$ cat config.mk
export PLATFORM = sky130hd
export DESIGN_NAME = varint_length_packet_deframer_flat
export DESIGN_NICKNAME = d
export VERILOG_FILES = /design/src/vlpd_pkg.sv /design/src/vlpd_intf.sv /design/src/vlpd_in_stage.sv /design/src/vlpd_core.sv /design/src/vlpd_out_stage.sv /design/src/varint_length_packet_deframer.sv /design/src/flat_wrapper.sv
export SDC_FILE = /design/constraint.sdc
export NUM_CORES = 1
export LEC_CHECK = 0
export BUFFER_PORTS_ARGS = -buffer_cell sky130_fd_sc_hd__clkbuf_2
export CAP_MARGIN = 20
export CORE_MARGIN = 3
export CORE_UTILIZATION = 40
export CTS_CLUSTER_DIAMETER = 150
export CTS_CLUSTER_SIZE = 30
export DETAILED_ROUTE_END_ITERATION = 8
export PLACE_DENSITY_LB_ADDON = 0.12
export SLEW_MARGIN = 20
export SYNTH_ARGS = -nofsm -noshare
export SYNTH_HDL_FRONTEND = slang
export SYNTH_HIERARCHICAL = 1
export SYNTH_SLANG_ARGS = --single-unit
$ cat constraint.sdc
create_clock -name clk_i -period 8.05 [get_ports clk_i]
set_input_delay 0.4025 -clock clk_i [delete_from_list [all_inputs] [get_ports clk_i]]
set_output_delay 0.4025 -clock clk_i [all_outputs]
set_load 0.02 [all_outputs]
$ cat src/vlpd_pkg.sv
// ----------------------------------------------------------------------------
// vlpd_pkg
// shared types and constants of the varint length packet deframer
// ----------------------------------------------------------------------------
`default_nettype none

package vlpd_pkg;

  localparam int unsigned MaxVarintBytesDef = 5;
  localparam int unsigned ValueW            = 32;

  typedef enum logic [1:0] {
    ST_PAYLOAD   = 2'd0,
    ST_EMPTY     = 2'd1,
    ST_TOO_LONG  = 2'd2,
    ST_UNDERFLOW = 2'd3
  } status_e;

  typedef struct packed {
    logic [7:0]        out_byte;
    logic              last;
    logic              compressed;
    logic [ValueW-1:0] uncompressed_length;
    status_e           status;
  } result_t;

endpackage

`default_nettype wire

$ cat src/vlpd_intf.sv
// ----------------------------------------------------------------------------
// vlpd_intf
// valid/ready channels for received bytes and deframed result words
// ----------------------------------------------------------------------------
`default_nettype none

interface vlpd_byte_if;
  logic       valid;
  logic       ready;
  logic [7:0] in_byte;

  modport source (output valid, output in_byte, input ready);
  modport sink   (input valid, input in_byte, output ready);
endinterface

interface vlpd_result_if;
  logic        valid;
  logic        ready;
  logic [7:0]  out_byte;
  logic        last;
  logic        compressed;
  logic [31:0] uncompressed_length;
  logic [1:0]  status;

  modport source (output valid, output out_byte, output last, output compressed,
                  output uncompressed_length, output status, input ready);
  modport sink   (input valid, input out_byte, input last, input compressed,
                  input uncompressed_length, input status, output ready);
endinterface

`default_nettype wire

$ cat src/vlpd_in_stage.sv
// ----------------------------------------------------------------------------
// vlpd_in_stage
// input register holding the byte under decode
// ----------------------------------------------------------------------------
`default_nettype none

module vlpd_in_stage (
  input  wire logic       clk_i,
  input  wire logic       rst_ni,
  input  wire logic       valid_i,
  input  wire logic [7:0] byte_i,
  output logic            ready_o,
  input  wire logic       take_i,
  output logic            valid_o,
  output logic [7:0]      byte_o
);

  logic       valid_q, valid_d;
  logic [7:0] byte_q;

  assign ready_o = !valid_q || take_i;
  assign valid_d = ready_o ? valid_i : valid_q;

  always_ff @(posedge clk_i or negedge rst_ni) begin
    if (!rst_ni) begin
      valid_q <= 1'b0;
    end else begin
      valid_q <= valid_d;
    end
  end

  always_ff @(posedge clk_i) begin
    if (ready_o && valid_i) begin
      byte_q <= byte_i;
    end
  end

  assign valid_o = valid_q;
  assign byte_o  = byte_q;

endmodule

`default_nettype wire

$ cat src/vlpd_core.sv
// ----------------------------------------------------------------------------
// vlpd_core
// deframing state and single-step update for one byte
// ----------------------------------------------------------------------------
`default_nettype none

module vlpd_core
  import vlpd_pkg::*;
#(
  parameter int unsigned MAX_VARINT_BYTES = MaxVarintBytesDef
) (
  input  wire logic       clk_i,
  input  wire logic       rst_ni,
  input  wire logic       comp_en_i,
  input  wire logic [7:0] byte_i,
  input  wire logic       step_i,
  output logic            res_valid_o,
  output result_t         res_o
);

  localparam int unsigned CntW = $clog2(MAX_VARINT_BYTES + 1);
  localparam logic [CntW-1:0] MaxCnt = CntW'(MAX_VARINT_BYTES);

  localparam logic [1:0] PH_LEN  = 2'd0;
  localparam logic [1:0] PH_ULEN = 2'd1;
  localparam logic [1:0] PH_DATA = 2'd2;

  logic [1:0]        phase_q, phase_d;
  logic [ValueW-1:0] value_q, value_d;
  logic [CntW-1:0]   cnt_q, cnt_d;
  logic [ValueW-1:0] remain_q, remain_d;
  logic [ValueW-1:0] ulen_q, ulen_d;
  logic              flag_q, flag_d;

  logic [ValueW-1:0] shifted;
  logic [ValueW-1:0] value_new;
  logic [CntW-1:0]   cnt_new;
  logic              vi_done;
  logic              vi_long;
  logic [ValueW-1:0] used;
  logic              ulen_nz;

  always_comb begin
    shifted = '0;
    for (int i = 0; i < MAX_VARINT_BYTES; i++) begin
      if (cnt_q == CntW'(i) && (7 * i) < ValueW) begin
        shifted = ValueW'({25'd0, byte_i[6:0]}) << (7 * i);
      end
    end
  end

  assign value_new = value_q | shifted;
  assign cnt_new   = cnt_q + 1'b1;
  assign vi_done   = !byte_i[7];
  assign vi_long   = byte_i[7] && (cnt_new >= MaxCnt);
  assign used      = ValueW'(cnt_new);
  assign ulen_nz   = (value_new != '0);

  always_comb begin
    phase_d     = phase_q;
    value_d     = value_q;
    cnt_d       = cnt_q;
    remain_d    = remain_q;
    ulen_d      = ulen_q;
    flag_d      = flag_q;
    res_valid_o = 1'b0;
    res_o       = '{out_byte: 8'd0, last: 1'b1, compressed: 1'b0,
                    uncompressed_length: '0, status: ST_PAYLOAD};

    case (phase_q)
      PH_DATA: begin
        res_valid_o      = 1'b1;
        res_o.out_byte   = byte_i;
        res_o.last       = (remain_q <= ValueW'(1));
        res_o.compressed = flag_q;
        res_o.uncompressed_length = ulen_q;
        remain_d = remain_q - 1'b1;
        if (remain_q <= ValueW'(1)) begin
          phase_d = PH_LEN;
        end
      end
      PH_ULEN: begin
        value_d = value_new;
        cnt_d   = cnt_new;
        if (vi_done) begin
          phase_d = PH_LEN;
          value_d = '0;
          cnt_d   = '0;
          ulen_d  = value_new;
          flag_d  = ulen_nz;
          res_o.compressed          = ulen_nz;
          res_o.uncompressed_length = value_new;
          if (used > remain_q) begin
            res_valid_o  = 1'b1;
            res_o.status = ST_UNDERFLOW;
          end else begin
            remain_d = remain_q - used;
            if (remain_q == used) begin
              res_valid_o  = 1'b1;
              res_o.status = ST_EMPTY;
            end else begin
              phase_d = PH_DATA;
            end
          end
        end else if (vi_long) begin
          phase_d      = PH_LEN;
          value_d      = '0;
          cnt_d        = '0;
          res_valid_o  = 1'b1;
          res_o.status = ST_TOO_LONG;
        end
      end
      default: begin
        phase_d = PH_LEN;
        value_d = value_new;
        cnt_d   = cnt_new;
        if (vi_done) begin
          value_d  = '0;
          cnt_d    = '0;
          remain_d = value_new;
          ulen_d   = '0;
          flag_d   = 1'b0;
          if (!ulen_nz) begin
            res_valid_o  = 1'b1;
            res_o.status = ST_EMPTY;
          end else begin
            phase_d = comp_en_i ? PH_ULEN : PH_DATA;
          end
        end else if (vi_long) begin
          value_d      = '0;
          cnt_d        = '0;
          res_valid_o  = 1'b1;
          res_o.status = ST_TOO_LONG;
        end
      end
    endcase
  end

  always_ff @(posedge clk_i or negedge rst_ni) begin
    if (!rst_ni) begin
      phase_q  <= PH_LEN;
      value_q  <= '0;
      cnt_q    <= '0;
      remain_q <= '0;
      ulen_q   <= '0;
      flag_q   <= 1'b0;
    end else if (step_i) begin
      phase_q  <= phase_d;
      value_q  <= value_d;
      cnt_q    <= cnt_d;
      remain_q <= remain_d;
      ulen_q   <= ulen_d;
      flag_q   <= flag_d;
    end
  end

endmodule

`default_nettype wire

$ cat src/vlpd_out_stage.sv
// ----------------------------------------------------------------------------
// vlpd_out_stage
// result register toward the downstream word channel
// ----------------------------------------------------------------------------
`default_nettype none

module vlpd_out_stage
  import vlpd_pkg::*;
(
  input  wire logic     clk_i,
  input  wire logic     rst_ni,
  input  wire logic     push_i,
  input  wire result_t  data_i,
  output logic          space_o,
  output logic          valid_o,
  input  wire logic     ready_i,
  output result_t       data_o
);

  logic    valid_q, valid_d;
  result_t data_q;

  assign space_o = !valid_q || ready_i;
  assign valid_d = push_i || (valid_q && !ready_i);

  always_ff @(posedge clk_i or negedge rst_ni) begin
    if (!rst_ni) begin
      valid_q <= 1'b0;
    end else begin
      valid_q <= valid_d;
    end
  end

  always_ff @(posedge clk_i) begin
    if (push_i) begin
      data_q <= data_i;
    end
  end

  assign valid_o = valid_q;
  assign data_o  = data_q;

endmodule

`default_nettype wire

$ cat src/varint_length_packet_deframer.sv
// an accepted byte is held in the input stage, its result word in the output stage
// throughput: one byte per cycle while the output stage has space for a result word
// header bytes produce no word unless they end an empty packet or an error
// rst_ni clears the deframing state, compression enable and both stage valids
// ----------------------------------------------------------------------------
// varint_length_packet_deframer
// splits a byte stream into varint length prefixed packets
// ----------------------------------------------------------------------------
`default_nettype none

module varint_length_packet_deframer
  import vlpd_pkg::*;
#(
  parameter int unsigned MAX_VARINT_BYTES = MaxVarintBytesDef
) (
  input  wire logic      clk_i,
  input  wire logic      rst_ni,
  input  wire logic      cfg_we_i,
  input  wire logic      cfg_wdata_i,
  vlpd_byte_if.sink      rx_i,
  vlpd_result_if.source  tx_o
);

  logic       comp_en_q;
  logic       st_valid;
  logic [7:0] st_byte;
  logic       step;
  logic       res_valid;
  result_t    res;
  logic       out_space;
  result_t    out_data;

  always_ff @(posedge clk_i or negedge rst_ni) begin
    if (!rst_ni) begin
      comp_en_q <= 1'b0;
    end else if (cfg_we_i) begin
      comp_en_q <= cfg_wdata_i;
    end
  end

  assign step = st_valid && (!res_valid || out_space);

  vlpd_in_stage u_in (
    .clk_i   (clk_i),
    .rst_ni  (rst_ni),
    .valid_i (rx_i.valid),
    .byte_i  (rx_i.in_byte),
    .ready_o (rx_i.ready),
    .take_i  (step),
    .valid_o (st_valid),
    .byte_o  (st_byte)
  );

  vlpd_core #(
    .MAX_VARINT_BYTES (MAX_VARINT_BYTES)
  ) u_core (
    .clk_i       (clk_i),
    .rst_ni      (rst_ni),
    .comp_en_i   (comp_en_q),
    .byte_i      (st_byte),
    .step_i      (step),
    .res_valid_o (res_valid),
    .res_o       (res)
  );

  vlpd_out_stage u_out (
    .clk_i   (clk_i),
    .rst_ni  (rst_ni),
    .push_i  (step && res_valid),
    .data_i  (res),
    .space_o (out_space),
    .valid_o (tx_o.valid),
    .ready_i (tx_o.ready),
    .data_o  (out_data)
  );

  assign tx_o.out_byte            = out_data.out_byte;
  assign tx_o.last                = out_data.last;
  assign tx_o.compressed          = out_data.compressed;
  assign tx_o.uncompressed_length = out_data.uncompressed_length;
  assign tx_o.status              = out_data.status;

endmodule

`default_nettype wire

$ cat src/flat_wrapper.sv
// flat-port wrapper written by rule: the top's interface ports become plain ports
module varint_length_packet_deframer_flat import vlpd_pkg::*;
#(
  parameter int unsigned MAX_VARINT_BYTES = MaxVarintBytesDef
)
  (clk_i, rst_ni, cfg_we_i, cfg_wdata_i, rx_i_valid, rx_i_in_byte, rx_i_ready, tx_o_valid, tx_o_out_byte, tx_o_last, tx_o_compressed, tx_o_uncompressed_length, tx_o_status, tx_o_ready);
  vlpd_byte_if rx_i_i ();
  vlpd_result_if tx_o_i ();
  input  wire logic clk_i;
  input  wire logic rst_ni;
  input  wire logic cfg_we_i;
  input  wire logic cfg_wdata_i;
  input wire logic [$bits(rx_i_i.valid)-1:0] rx_i_valid;
  input wire logic [$bits(rx_i_i.in_byte)-1:0] rx_i_in_byte;
  output wire logic [$bits(rx_i_i.ready)-1:0] rx_i_ready;
  output wire logic [$bits(tx_o_i.valid)-1:0] tx_o_valid;
  output wire logic [$bits(tx_o_i.out_byte)-1:0] tx_o_out_byte;
  output wire logic [$bits(tx_o_i.last)-1:0] tx_o_last;
  output wire logic [$bits(tx_o_i.compressed)-1:0] tx_o_compressed;
  output wire logic [$bits(tx_o_i.uncompressed_length)-1:0] tx_o_uncompressed_length;
  output wire logic [$bits(tx_o_i.status)-1:0] tx_o_status;
  input wire logic [$bits(tx_o_i.ready)-1:0] tx_o_ready;
  assign rx_i_i.valid = rx_i_valid;
  assign rx_i_i.in_byte = rx_i_in_byte;
  assign rx_i_ready = rx_i_i.ready;
  assign tx_o_valid = tx_o_i.valid;
  assign tx_o_out_byte = tx_o_i.out_byte;
  assign tx_o_last = tx_o_i.last;
  assign tx_o_compressed = tx_o_i.compressed;
  assign tx_o_uncompressed_length = tx_o_i.uncompressed_length;
  assign tx_o_status = tx_o_i.status;
  assign tx_o_i.ready = tx_o_ready;
  varint_length_packet_deframer #(.MAX_VARINT_BYTES(MAX_VARINT_BYTES)) u_core (.clk_i(clk_i), .rst_ni(rst_ni), .cfg_we_i(cfg_we_i), .cfg_wdata_i(cfg_wdata_i), .rx_i(rx_i_i), .tx_o(tx_o_i));
endmodule
* Word-level counts from Yosys, hierarchy flattened
Cells that the tools add are included.
** Storage, ports and cells
- Register bits :: 157
- Output and inout port bits :: 46
** Cells by class
- $add $sub $neg :: 3
- Order comparisons :: 3
- Equality and inequality tests :: 12
- Multiplexer cells :: 43
- Bitwise operators :: 3
- Reductions and logical operators :: 19
** Operators with widths (count)
- $mux W32 :: 8
- $pmux W32 S2 :: 2
- $pmux W33 S2 :: 1
- $mux W33 :: 1
- $eq A32 B3 Y1 :: 1
- $gt A3 B32 Y1 :: 1
- $le A32 B1 Y1 const B :: 1
- $or A32 B32 Y32 :: 1
- $reduce_bool A32 Y1 :: 1
- $sub A32 B1 Y32 const B :: 1
- $sub A32 B3 Y32 :: 1
- $mux W2 :: 12
- $mux W21 :: 1
- $mux W14 :: 1
- $mux W1 :: 10
- $ne A2 B2 Y1 const B :: 4
- $pmux W2 S2 :: 2
- $mux W7 :: 1
- $eq A3 B2 Y1 const B :: 2
- $mux W3 :: 2
- $reduce_and A3 Y1 :: 2
- $logic_and A1 B1 Y1 :: 5
- $logic_not A1 Y1 :: 4
- $logic_or A1 B1 Y1 :: 4
- other kinds (12) :: 14

* Longest topological paths before layout
Gate-level depths: netlist (run 1).
- Depth after elaboration :: 16
- Mapped depth :: 17

* By module
The synthesis (run 1) kept the hierarchy.
** By module, submodules not included
- vlpd_core :: instances 1, cells each 834, area an instance 6682.7 sq um, seq. area each 2552.4 sq um
- vlpd_out_stage :: instances 1, cells each 47, area an instance 1368.8 sq um, seq. area each 1346.3 sq um
- vlpd_in_stage :: instances 1, cells each 12, area an instance 294.0 sq um, seq. area each 265.3 sq um
- varint_length_packet_deframer :: instances 1, cells each 5, area an instance 57.6 sq um, seq. area each 25.0 sq um

* Least setup slack after synthesis (run 1)
No wires, ideal clock.
- Path type :: flip-flop to flip-flop
- Start :: register u_core.u_core.cnt_q[0]
- End :: register u_core.u_out.data_q, in the netlist u_core/u_out/data_o[0] (enable)
- Setup time :: 0.407 ns
- Arrival :: 3.602 ns
- Data required time :: 7.643 ns
- Setup slack :: 4.041 ns
- Stages on the path, launching flop included :: 12
- Path through :: dfrtp_1 -> inv_1 -> ha_1 -> inv_1 -> fa_1 -> maj3_1 -> nor2b_1 -> and2_1 -> buf_4 -> o21ai_0 -> o221ai_1 -> and3_1
** Between the ends
- Word-level cells in the longest chain between the ends :: 15
- Elaborated cells between the ends (all ways) :: 28
- Those cells by class :: add/sub (1); order compare (2); eq/ne (5); mux (12); bitwise (1); reduce/logical (7)
** RTL lines
- from (decl) :: line vlpd_core.sv:30 : logic [CntW-1:0] cnt_q, cnt_d;
- from (signal assigned) :: line vlpd_core.sv:150 : cnt_q <= cnt_d;
- parallel branches: the longest is 10 deep, another holds $gt A3 B32 Y1
- $pmux W1 S2 (*) :: line vlpd_core.sv:70 : case (phase_q)
- named net u_core.res_valid :: line varint_length_packet_deframer.sv:28 : logic res_valid;
- $logic_not A1 Y1 :: line varint_length_packet_deframer.sv:41 : assign step = st_valid && (!res_valid || out_space);
- $logic_or A1 B1 Y1 :: line varint_length_packet_deframer.sv:41
- $logic_and A1 B1 Y1 :: line varint_length_packet_deframer.sv:41
- $logic_and A1 B1 Y1 (*) :: line varint_length_packet_deframer.sv:69 : .push_i (step && res_valid),
- to (signal assigned) :: line vlpd_out_stage.sv:36 : data_q <= data_i;
- to (decl) :: line vlpd_out_stage.sv:21 : result_t data_q;
Mark *: on every way through the listed nets, which the timed path passes.
A chain may end at the register's enable or synchronous reset.

* Worst setup path after layout (run 1)
- Start :: register u_core.u_core.cnt_q[0]
- End :: register u_core.u_core.remain_q[17]
** Between the ends
- Word-level cells in the longest chain between the ends :: 15
- Elaborated cells between the ends (all ways) :: 34
- Those cells by class :: add/sub (2); order compare (2); eq/ne (6); mux (16); bitwise (1); reduce/logical (7)
** RTL lines
- parallel branches: the longest is 10 deep, another holds $gt A3 B32 Y1
- $pmux W1 S2 (*) :: line vlpd_core.sv:70
- named net u_core.res_valid :: line varint_length_packet_deframer.sv:28
- $logic_not A1 Y1 (*) :: line varint_length_packet_deframer.sv:41
- $logic_or A1 B1 Y1 (*) :: line varint_length_packet_deframer.sv:41
- $logic_and A1 B1 Y1 (*) :: line varint_length_packet_deframer.sv:41
- named net u_core.step :: line varint_length_packet_deframer.sv:27 : logic step;
- $reduce_and A4 Y1 (no source line) (*)
- to (signal assigned) :: line vlpd_core.sv:151 : remain_q <= remain_d;
- to (decl) :: line vlpd_core.sv:31 : logic [ValueW-1:0] remain_q, remain_d;
Mark *: on every way through the listed nets, which the timed path passes. The select of a mux whose other input is x is not followed.

==> results of run 1 <==
[sequential cells by signal, indices dropped and copies added (netlist names), 2 cells and up]
register	count
u_core/u_core/cnt_q	3
u_core/u_core/phase_q	2
u_core/u_in/byte_o	8
u_core/u_core/remain_q	32
u_core/u_core/ulen_q	32
u_core/u_out/data_o	44
u_core/u_core/value_q	32
[metrics by stage]
stage / setup slack (ns) / hold WS (ns)
floorplan: 4.04 / 0.107
global placement: 3.79 / 0.462
detailed placement: 3.73 / 0.466
CTS: 3.71 / 0.0142
global route: 3.26 / 0.0170
finish: 3.59 / -0.0162
[power by group through the flow]
stage	clock (mW)	sequential (mW)	combinational [mW]
floorplan	0	1.26	1.27
global placement	0	1.31	1.76
detailed placement	0	1.31	1.77
CTS	0.806	1.30	1.77
global route	0.843	1.33	1.96
finish	0.789	1.30	1.79
[layer usage]
metal | wire (µm) | vias up
met5 | 0 | -
met2 | 11700 | 302
met1 | 12000 | 3564
met3 | 1620 | 27
li1 | - | 3365
met4 | 411 | 0
[critical path: cells and delay by family (launching register included)]
kind	cells	cell delay, ns
AO/OA/AOI/OAI	6	1.52
AND/OR/NAND/NOR	5	1.34
adder cells (fa/ha/maj)	2	0.44
buffers and inverters	2	0.59
flip-flops	1	0.43
[final cells by class]
| cell class | instances | share of cell area |
|---|---|---|
| sequential | 157 | 0.446 |
| multi-input combinational | 655 | 0.408 |
| clock buffer | 19 | 0.0471 |
| timing repair buffer | 73 | 0.0429 |
| tap | 270 | 0.0359 |
| clock inverter | 13 | 0.0136 |
| inverter | 18 | 0.00719 |
[Yosys cell counts (all sizes together), types with 3 or more instances]
library cell	count
nor2	57
or4	6
o311a	3
nand2b	9
clkbuf	61
nor2b	4
a21oi	78
a221o	3
o21ai	116
a22o	9
o31ai	16
o21bai	4
a211oi	3
o221ai	6
buf	7
o211ai	4
dfrtp	105
o22ai	5
xor2	7
nor3b	3
o22a	3
and2	12
nor4	32
nand3	23
a31oi	11
inv	16
a21boi	7
o41ai	3
and3	8
xnor2	4
or3	9
a221oi	3
o211a	4
nor3	11
nand4	15
ha	11
nand2	132
edfxtp	52
[logic make-up after synthesis]
group / Yosys count / share of synthesized area
xor+xnor: 11 / 0.0115
flops: 157 / 0.499
simple gates: 330 / 0.201
fa+ha+maj: 13 / 0.0200
compound gates: 298 / 0.218
buf+inv: 86 / 0.0463
mux: 3 / 0.00432
[worst max-delay path by stage]
stage,startpoint,endpoint,slack (ns)
final,u_core/u_core/cnt_q[0]$_DFFE_PN0P_,u_core/u_core/remain_q[17]$_DFFE_PN0P_,3.59
after global routing,u_core/u_core/cnt_q[0]$_DFFE_PN0P_,u_core/u_core/remain_q[17]$_DFFE_PN0P_,3.26
after CTS,u_core/u_core/cnt_q[0]$_DFFE_PN0P_,u_core/u_core/remain_q[17]$_DFFE_PN0P_,3.71
after detailed placement,u_core/u_core/cnt_q[2]$_DFFE_PN0P_,u_core/u_core/remain_q[17]$_DFFE_PN0P_,3.73
after global placement,u_core/u_core/cnt_q[0]$_DFFE_PN0P_,u_core/u_core/remain_q[17]$_DFFE_PN0P_,3.79
after floorplan,u_core/u_core/cnt_q[0]$_DFFE_PN0P_,u_core/u_out/data_o[0]$_DFFE_PP_,4.04
==> reports/qor_table.md, run 1 <==
| Result | Value |
| --- | --- |
| Internal power contribution | 2.06 mW |
| GR Layer Usage met3 | 0.0446 |
| Yosys synthesis warning count | 6 |
| Maxcap violations | 0 |
| Post-route fraction of the period consumed by the critical path | 0.554 |
| EDFF count, synth | 52 |
| Critical-path maximum fanout | 28 |
| Final core area utilization | 0.460 |
| Worst r2r src | u_core/u_core/cnt_q[0]$_DFFE_PN0P_ |
| Syn Inst Count | 898 |
| Synthesized area | 8400 µm² |
| DP Cell Count | 1173 |
| Pin count of the biggest net entering global routing | 60 |
| Total power | 3.88 mW |
| Non-filler instance count after layout | 1205 |
| Power per unit of standard cell area | 413 nW/µm² |
| Std-Cell Core Area | 20400 µm² |
| Ports placed on the boundary | 60 |
| Share of power burned in combinational logic | 0.461 |
| Library cell used as clock root buffer | sky130_fd_sc_hd__clkbuf_16 |
| Fraction of power spent switching nets | 0.470 |
| Placed Instance Area | 8830 µm² |
| Die Width | 151 µm |
| Antenna violations before repair | 0 |
| Post-Syn Area per Cell | 9.36 µm² |
| Proportion of synthesized flip-flops having asynchronous set or reset | 0.669 |
| Result of the run | complete, but fails checks |
| Top FF cell, synth | sky130_fd_sc_hd__dfrtp_1 |
| WS Path Type | reg2reg |
| GRT Total Usage | 0.233 |
| Fin. Hold Viols | 5 |
| Setup Total Neg Slack | 0 ns |
| Area enclosed by the die boundary | 22800 µm² |
| Worst Reg-to-Reg Cells | 15 |
| Count of buffers added by post-CTS timing repair for setup | 0 |
| Max clock buf depth | 2 |
| Cell taking the most area after synthesis | sky130_fd_sc_hd__dfrtp_1 |
| Setup slack of the most critical reg-to-reg path | 3.59 ns |
| Crit-path slowest cell | sky130_fd_sc_hd__nor4b_2 |
| Diodes inserted | 0 |
| Fraction of layout cells with a size suffix above 1 | 0.139 |
| Max_slew headroom | 0.392 |
| Post-route cell area | 9400 µm² |
| Fmax achieved | 224 MHz |
| Top cell type's share of synthesized area | 0.313 |
| Wirelength per Cell | 21.3 µm |
| Synthesized net count | 924 |
| Sw Pwr | 1.82 mW |
| Met1 Usage GRT | 0.345 |
| Register area | 4190 µm² |
| Global-route wire length before repair | 40600 µm |
| Area of combinational cells with multiple inputs | 3830 µm² |
| Actual transition at the worst max-transition pin | 0.910 ns |
| Worst reg2reg path endpoint | u_core/u_core/remain_q[17]$_DFFE_PN0P_ |
| # nets final | 948 |
| DR DRC count | 0 |
| Yosys reg bits | 157 |
| Top library cells by usage in the layout, fill and taps aside | sky130_fd_sc_hd__nand2_1 (131), sky130_fd_sc_hd__o21ai_0 (108), sky130_fd_sc_hd__dfrtp_1 (105) |
| Die Ht | 151 µm |
| Layout Skew | 0.0130 ns |
| Vias after detailed routing | 7258 |
| Startpoint type of the worst setup path | flip-flop |
| Final HPWL DP | 17500 µm |
| PostCTS Resize Cnt | 0 |
| # fillers | 1985 |
| Part of the total power dissipated in sequential elements | 0.336 |
| Number of clock sinks | 157 |
| Cell leakage power | 3.73 nW |
| Hold_buf cts | 0 |
| Largest stage delay on the critical path | 0.76 ns |
| Failing checks | hold timing |
| Critical Path, Cell by Cell | ha_1 > ha_1 > nor4b_2 > a21oi_1 > nand4_1 > nor4_1 > nand3_1 > o221ai_1 > a21boi_0 > buf_4 > nand2_1 > a31oi_2 > buf_4 > a21boi_0 > a221o_1 |
| Routing layer with the top usage in global route | met2 |
| Number of global-route vias before repair | 6711 |
| Standard-cell rows | 52 |
| Worst-skew pair later-pin latency | 0.43 ns |
| Routability cong. | 0.873 |
| Portion of total power attributed to the clock network | 0.203 |
| Starting Density | 0.411 |
| Commonest non-fill, non-tap cell in the layout | sky130_fd_sc_hd__nand2_1 |
| Signed area change from the synthesized netlist to the final layout | 11.9% |
| Pins over their slew limit | 0 |
| Leading post-synthesis cells by cell area | sky130_fd_sc_hd__dfrtp_1 (31%), sky130_fd_sc_hd__edfxtp_1 (19%), sky130_fd_sc_hd__o21ai_0 (6.4%) |
| Clock slew at reported path FFs | 0.07 ns |
| Clock buffer count from CTS | 17 |
| CTS tree | yes |
| Via density per instance | 6.02 |
| Remaining Overflow, GRT | 0 |
| Class of the tightest hold or removal check | in2async |
| Total setup violations reported at the end of the flow | 0 |
| DRT Pass-1 Iters | 5 |
| Post-DRT Antenna Nets | 0 |
| Unrepaired setup endpoints after global routing | no |
| Arrival time worst endpoint | 4.77 ns |
| DRC marker count from the first detailed-route iteration | 678 |
| Hold WS | -0.0162 ns |
| Number of distinct library cells after synthesis | 84 |
| Maximum resistive drop on vdd | 0.257 mV |
| Req. time, crit path | 8.36 ns |
| Met2 track demand over resource | 0.354 |
| Total number of H-tree levels | 4 |
| Setup crit end kind | flip-flop |
| Final Routed Wirelength | 25700 µm |
| Period minus WS final | 4.46 ns |
| Share of the yosys chip area belonging to registers | 0.499 |
| Quantity of I/O buffers inserted on ports | 59 |
Power figures use the tool's default switching activity.
==> inputs of run 2 (changes only) <==
==> constraint.sdc (replaced) <==
create_clock -name clk_i -period 3.8 [get_ports clk_i]
set_input_delay 0.19 -clock clk_i [delete_from_list [all_inputs] [get_ports clk_i]]
set_output_delay 0.19 -clock clk_i [all_outputs]
set_load 0.02 [all_outputs]
==> run 2 against run 1 <==
  * Sequential cell count stayed put
  * Non-clock buffer count grew 57
  * Core utilization up 2.5 points
  * Register-to-register slack lost 3.3 ns
  * Worst hold slack improved by 0.042 ns
  * Clock skew decreased by 0.0014 ns
  * Clock-buffer cell count down 1
  * Critical endpoint is now rx_i_ready
  * Power is 120% higher
  * The flow now finishes without violations
  * Largest power group unchanged
  * Routed wire length up 0.89%
  * Clock power up 110%
==> reports/qor_table.md, run 2 (synthesized netlist as in run 1, its figures left out) <==
| Result | Value | Change |
| --- | --- | --- |
| Result of the run | finished clean |  |
| Fmax achieved | 278 MHz |  |
| Pins over their slew limit | 0 | unchanged |
| Maxcap violations | 0 | unchanged |
| Req. time, crit path | 3.61 ns | -4.75 ns |
| Class of the tightest hold or removal check | in2reg |  |
| Max_slew headroom | 0.387 | -0.00478 |
| Number of flip-flops under the largest register name | 44 | unchanged |
| Met3 routed wirelength | 1390 µm | -14% |
| Post-route fraction of the period consumed by the critical path | 0.948 |  |
| Final Routed Wirelength | 25900 µm | +0.89% |
| Die Ht | 151 µm | unchanged |
| Layout Skew | 0.0117 ns | -0.00135 ns |
| Quantity of I/O buffers inserted on ports | 59 | unchanged |
| Std-Cell Core Area | 20400 µm² | unchanged |
| WS Path Type | reg2out |  |
| Via density per instance | 5.86 | -2.8% |
| Critical-path maximum fanout | 8 | -71% |
| Die Width | 151 µm | unchanged |
| Total setup violations reported at the end of the flow | 0 | unchanged |
| Standard-cell rows | 52 | unchanged |
| Period minus WS final | 3.60 ns |  |
| Setup Total Neg Slack | 0 ns | unchanged |
| Clock buffer count from CTS | 17 | unchanged |
| Unrepaired setup endpoints after global routing | no |  |
| Antenna violations before repair | 0 | unchanged |
| Uppermost signal routing layer after detailed routing | met4 |  |
| Top library cells by usage in the layout, fill and taps aside | sky130_fd_sc_hd__nand2_1 (131), sky130_fd_sc_hd__o21ai_0 (107), sky130_fd_sc_hd__dfrtp_1 (105) |  |
| Total power | 8.53 mW | +120% |
| Critical Path, Cell by Cell | inv_1 > ha_2 > inv_1 > fa_1 > maj3_2 > nor2b_1 > and2_1 > o21ai_1 > o221ai_1 > a21boi_1 > buf_4 > nand2b_4 > clkbuf_2 |  |
| Routed wire length on met2 | 11800 µm | +1.0% |
| DRT Pass-1 Iters | 5 | unchanged |
| Wirelength per Cell | 20.6 µm | -3.7% |
| Commonest non-fill, non-tap cell in the layout | sky130_fd_sc_hd__nand2_1 |  |
| Maximum resistive drop on vdd | 0.411 mV | +60% |
| Setup crit end kind | output port |  |
| Starting Density | 0.411 | unchanged |
| Final core area utilization | 0.485 | +0.0249 |
| Actual transition at the worst max-transition pin | 0.920 ns | +0.00914 ns |
| Family with the most delay on the worst path | adder cells |  |
| DP Cell Count | 1219 | +3.9% |
| CTS tree | yes |  |
| Number of global-route vias before repair | 6911 | +3.0% |
| Library cell used as clock root buffer | sky130_fd_sc_hd__clkbuf_16 |  |
| Global-route wire length before repair | 40900 µm | +0.87% |
| Wl on met1 | 12300 µm | +2.4% |
| Total number of H-tree levels | 4 | unchanged |
| Fin. Hold Viols | 0 | -5 |
| Count of buffers added by post-CTS timing repair for setup | 0 | unchanged |
| Ports placed on the boundary | 60 | unchanged |
| Worst path most repeated cell | sky130_fd_sc_hd__inv_1 |  |
| Max clock buf depth | 2 | unchanged |
| # nets final | 1005 | +6.0% |
| Number of buffer and inverter instances along the worst setup path | 4 | +2 |
| Signed area change from the synthesized netlist to the final layout | 17.9% |  |
| Arrival time worst endpoint | 3.41 ns | -1.36 ns |
| Largest stage delay on the critical path | 0.44 ns | -0.32 ns |
| Clock slew at reported path FFs | 0.06 ns | about the same |
| Post-DRT Antenna Nets | 0 | unchanged |
| DR DRC count | 0 | unchanged |
| Placement Setup Slack | 0.0766 ns | -3.66 ns |
| Area enclosed by the die boundary | 22800 µm² | unchanged |
| Cell leakage power | 3.98 nW | +6.7% |
| Worst path setup slack after routing | 0.199 ns | -3.39 ns |
| Number of clock sinks | 157 | unchanged |
| Crit-path slowest cell | sky130_fd_sc_hd__fa_1 |  |
| Non-filler instance count after layout | 1262 | +4.7% |
| Routability cong. | 0.847 | -3.0% |
| Startpoint type of the worst setup path | flip-flop |  |
| DRC marker count from the first detailed-route iteration | 623 | -8.1% |
| Worst-skew pair later-pin latency | 0.43 ns | about the same |
| Power per unit of standard cell area | 861 nW/µm² | +110% |
| # fillers | 1970 | -0.76% |
| Fraction of layout cells with a size suffix above 1 | 0.183 | +0.0444 |
| Remaining Overflow, GRT | 0 | unchanged |
| Pin count of the biggest net entering global routing | 71 | +18% |
| GRT Total Usage | 0.235 | +0.00182 |
| Final HPWL DP | 18100 µm | +3.2% |
| Diodes inserted | 0 | unchanged |
| Vias after detailed routing | 7390 | +1.8% |
==> run 2: cell count changes in the layout (fill, tap and decap cells not counted), sizes merged <==
cell,delta
clkinvlp,+4
dlygate4sd3,+11
clkinv,-2
buf,+46
clkbuf,-1
inv,-1
==> run 2: metrics by stage <==
| stage | hold slack [ns] | instance area, µm² |
|---|---|---|
| 2_1_floorplan | -0.106 | 8400 |
| 3_3_place_gp | 0.368 | 9180 |
| 5_1_grt | 0.0183 | 9910 |
| 4_1_cts | 0.00988 | 9880 |
| 3_5_place_dp | 0.370 | 9180 |
| 6_report | 0.0262 | 9910 |
==> run 2: path summary, 6_finish.rpt <==
path | startpoint | end | slack [ns] | depth (start not counted)
max | u_core/u_core/cnt_q[1]$_DFFE_PN0P_ | rx_i_ready | 0.20 | 13
min | cfg_we_i | u_core/comp_en_q$_DFFE_PN0P_ | 0.03 | 2
max reg2reg | u_core/u_core/cnt_q[1]$_DFFE_PN0P_ | u_core/u_core/remain_q[12]$_DFFE_PN0P_ | 0.25 | 14
min reg2reg | u_core/u_core/value_q[19]$_DFFE_PN0P_ | u_core/u_core/value_q[19]$_DFFE_PN0P_ | 0.48 | 2
max in group asynchronous | rst_ni | u_core/u_core/remain_q[26]$_DFFE_PN0P_ | 2.51 | 3
min in group asynchronous | rst_ni | u_core/u_core/ulen_q[31]$_DFFE_PN0P_ | 0.44 | 2
==> run 2: area by class of cell <==
class / instances / area [µm²] / area share
sequential: 157 / 4190 / 0.423
clock inverter: 14 / 153 / 0.0154
multi-input combinational: 655 / 3860 / 0.390
inverter: 18 / 67.6 / 0.00682
timing repair buffer: 130 / 871 / 0.0879
tap: 270 / 338 / 0.0341
clock buffer: 18 / 429 / 0.0433
==> run 2: routing by layer <==
metal  vias up  track usage
li1       3472            -
met3        28       0.0347
met5         -            0
met4         0       0.0689
met1      3633        0.348
met2       257        0.358
==> run 2: report_power, final <==
group	leakage, nW	internal [mW]	switching (mW)
registers	1.90	2.24	0.493
logic	1.81	1.41	2.70
clock network	0.268	0.926	0.765
total	3.98	4.57	3.96
==> run 2: what timing repair did <==
action,in CTS,in global routing
pin swaps,0,2
hold buffers,11,0
resized for setup,1,9
hold endpoints to repair,78,0
endpoints found under the setup margin,1,26
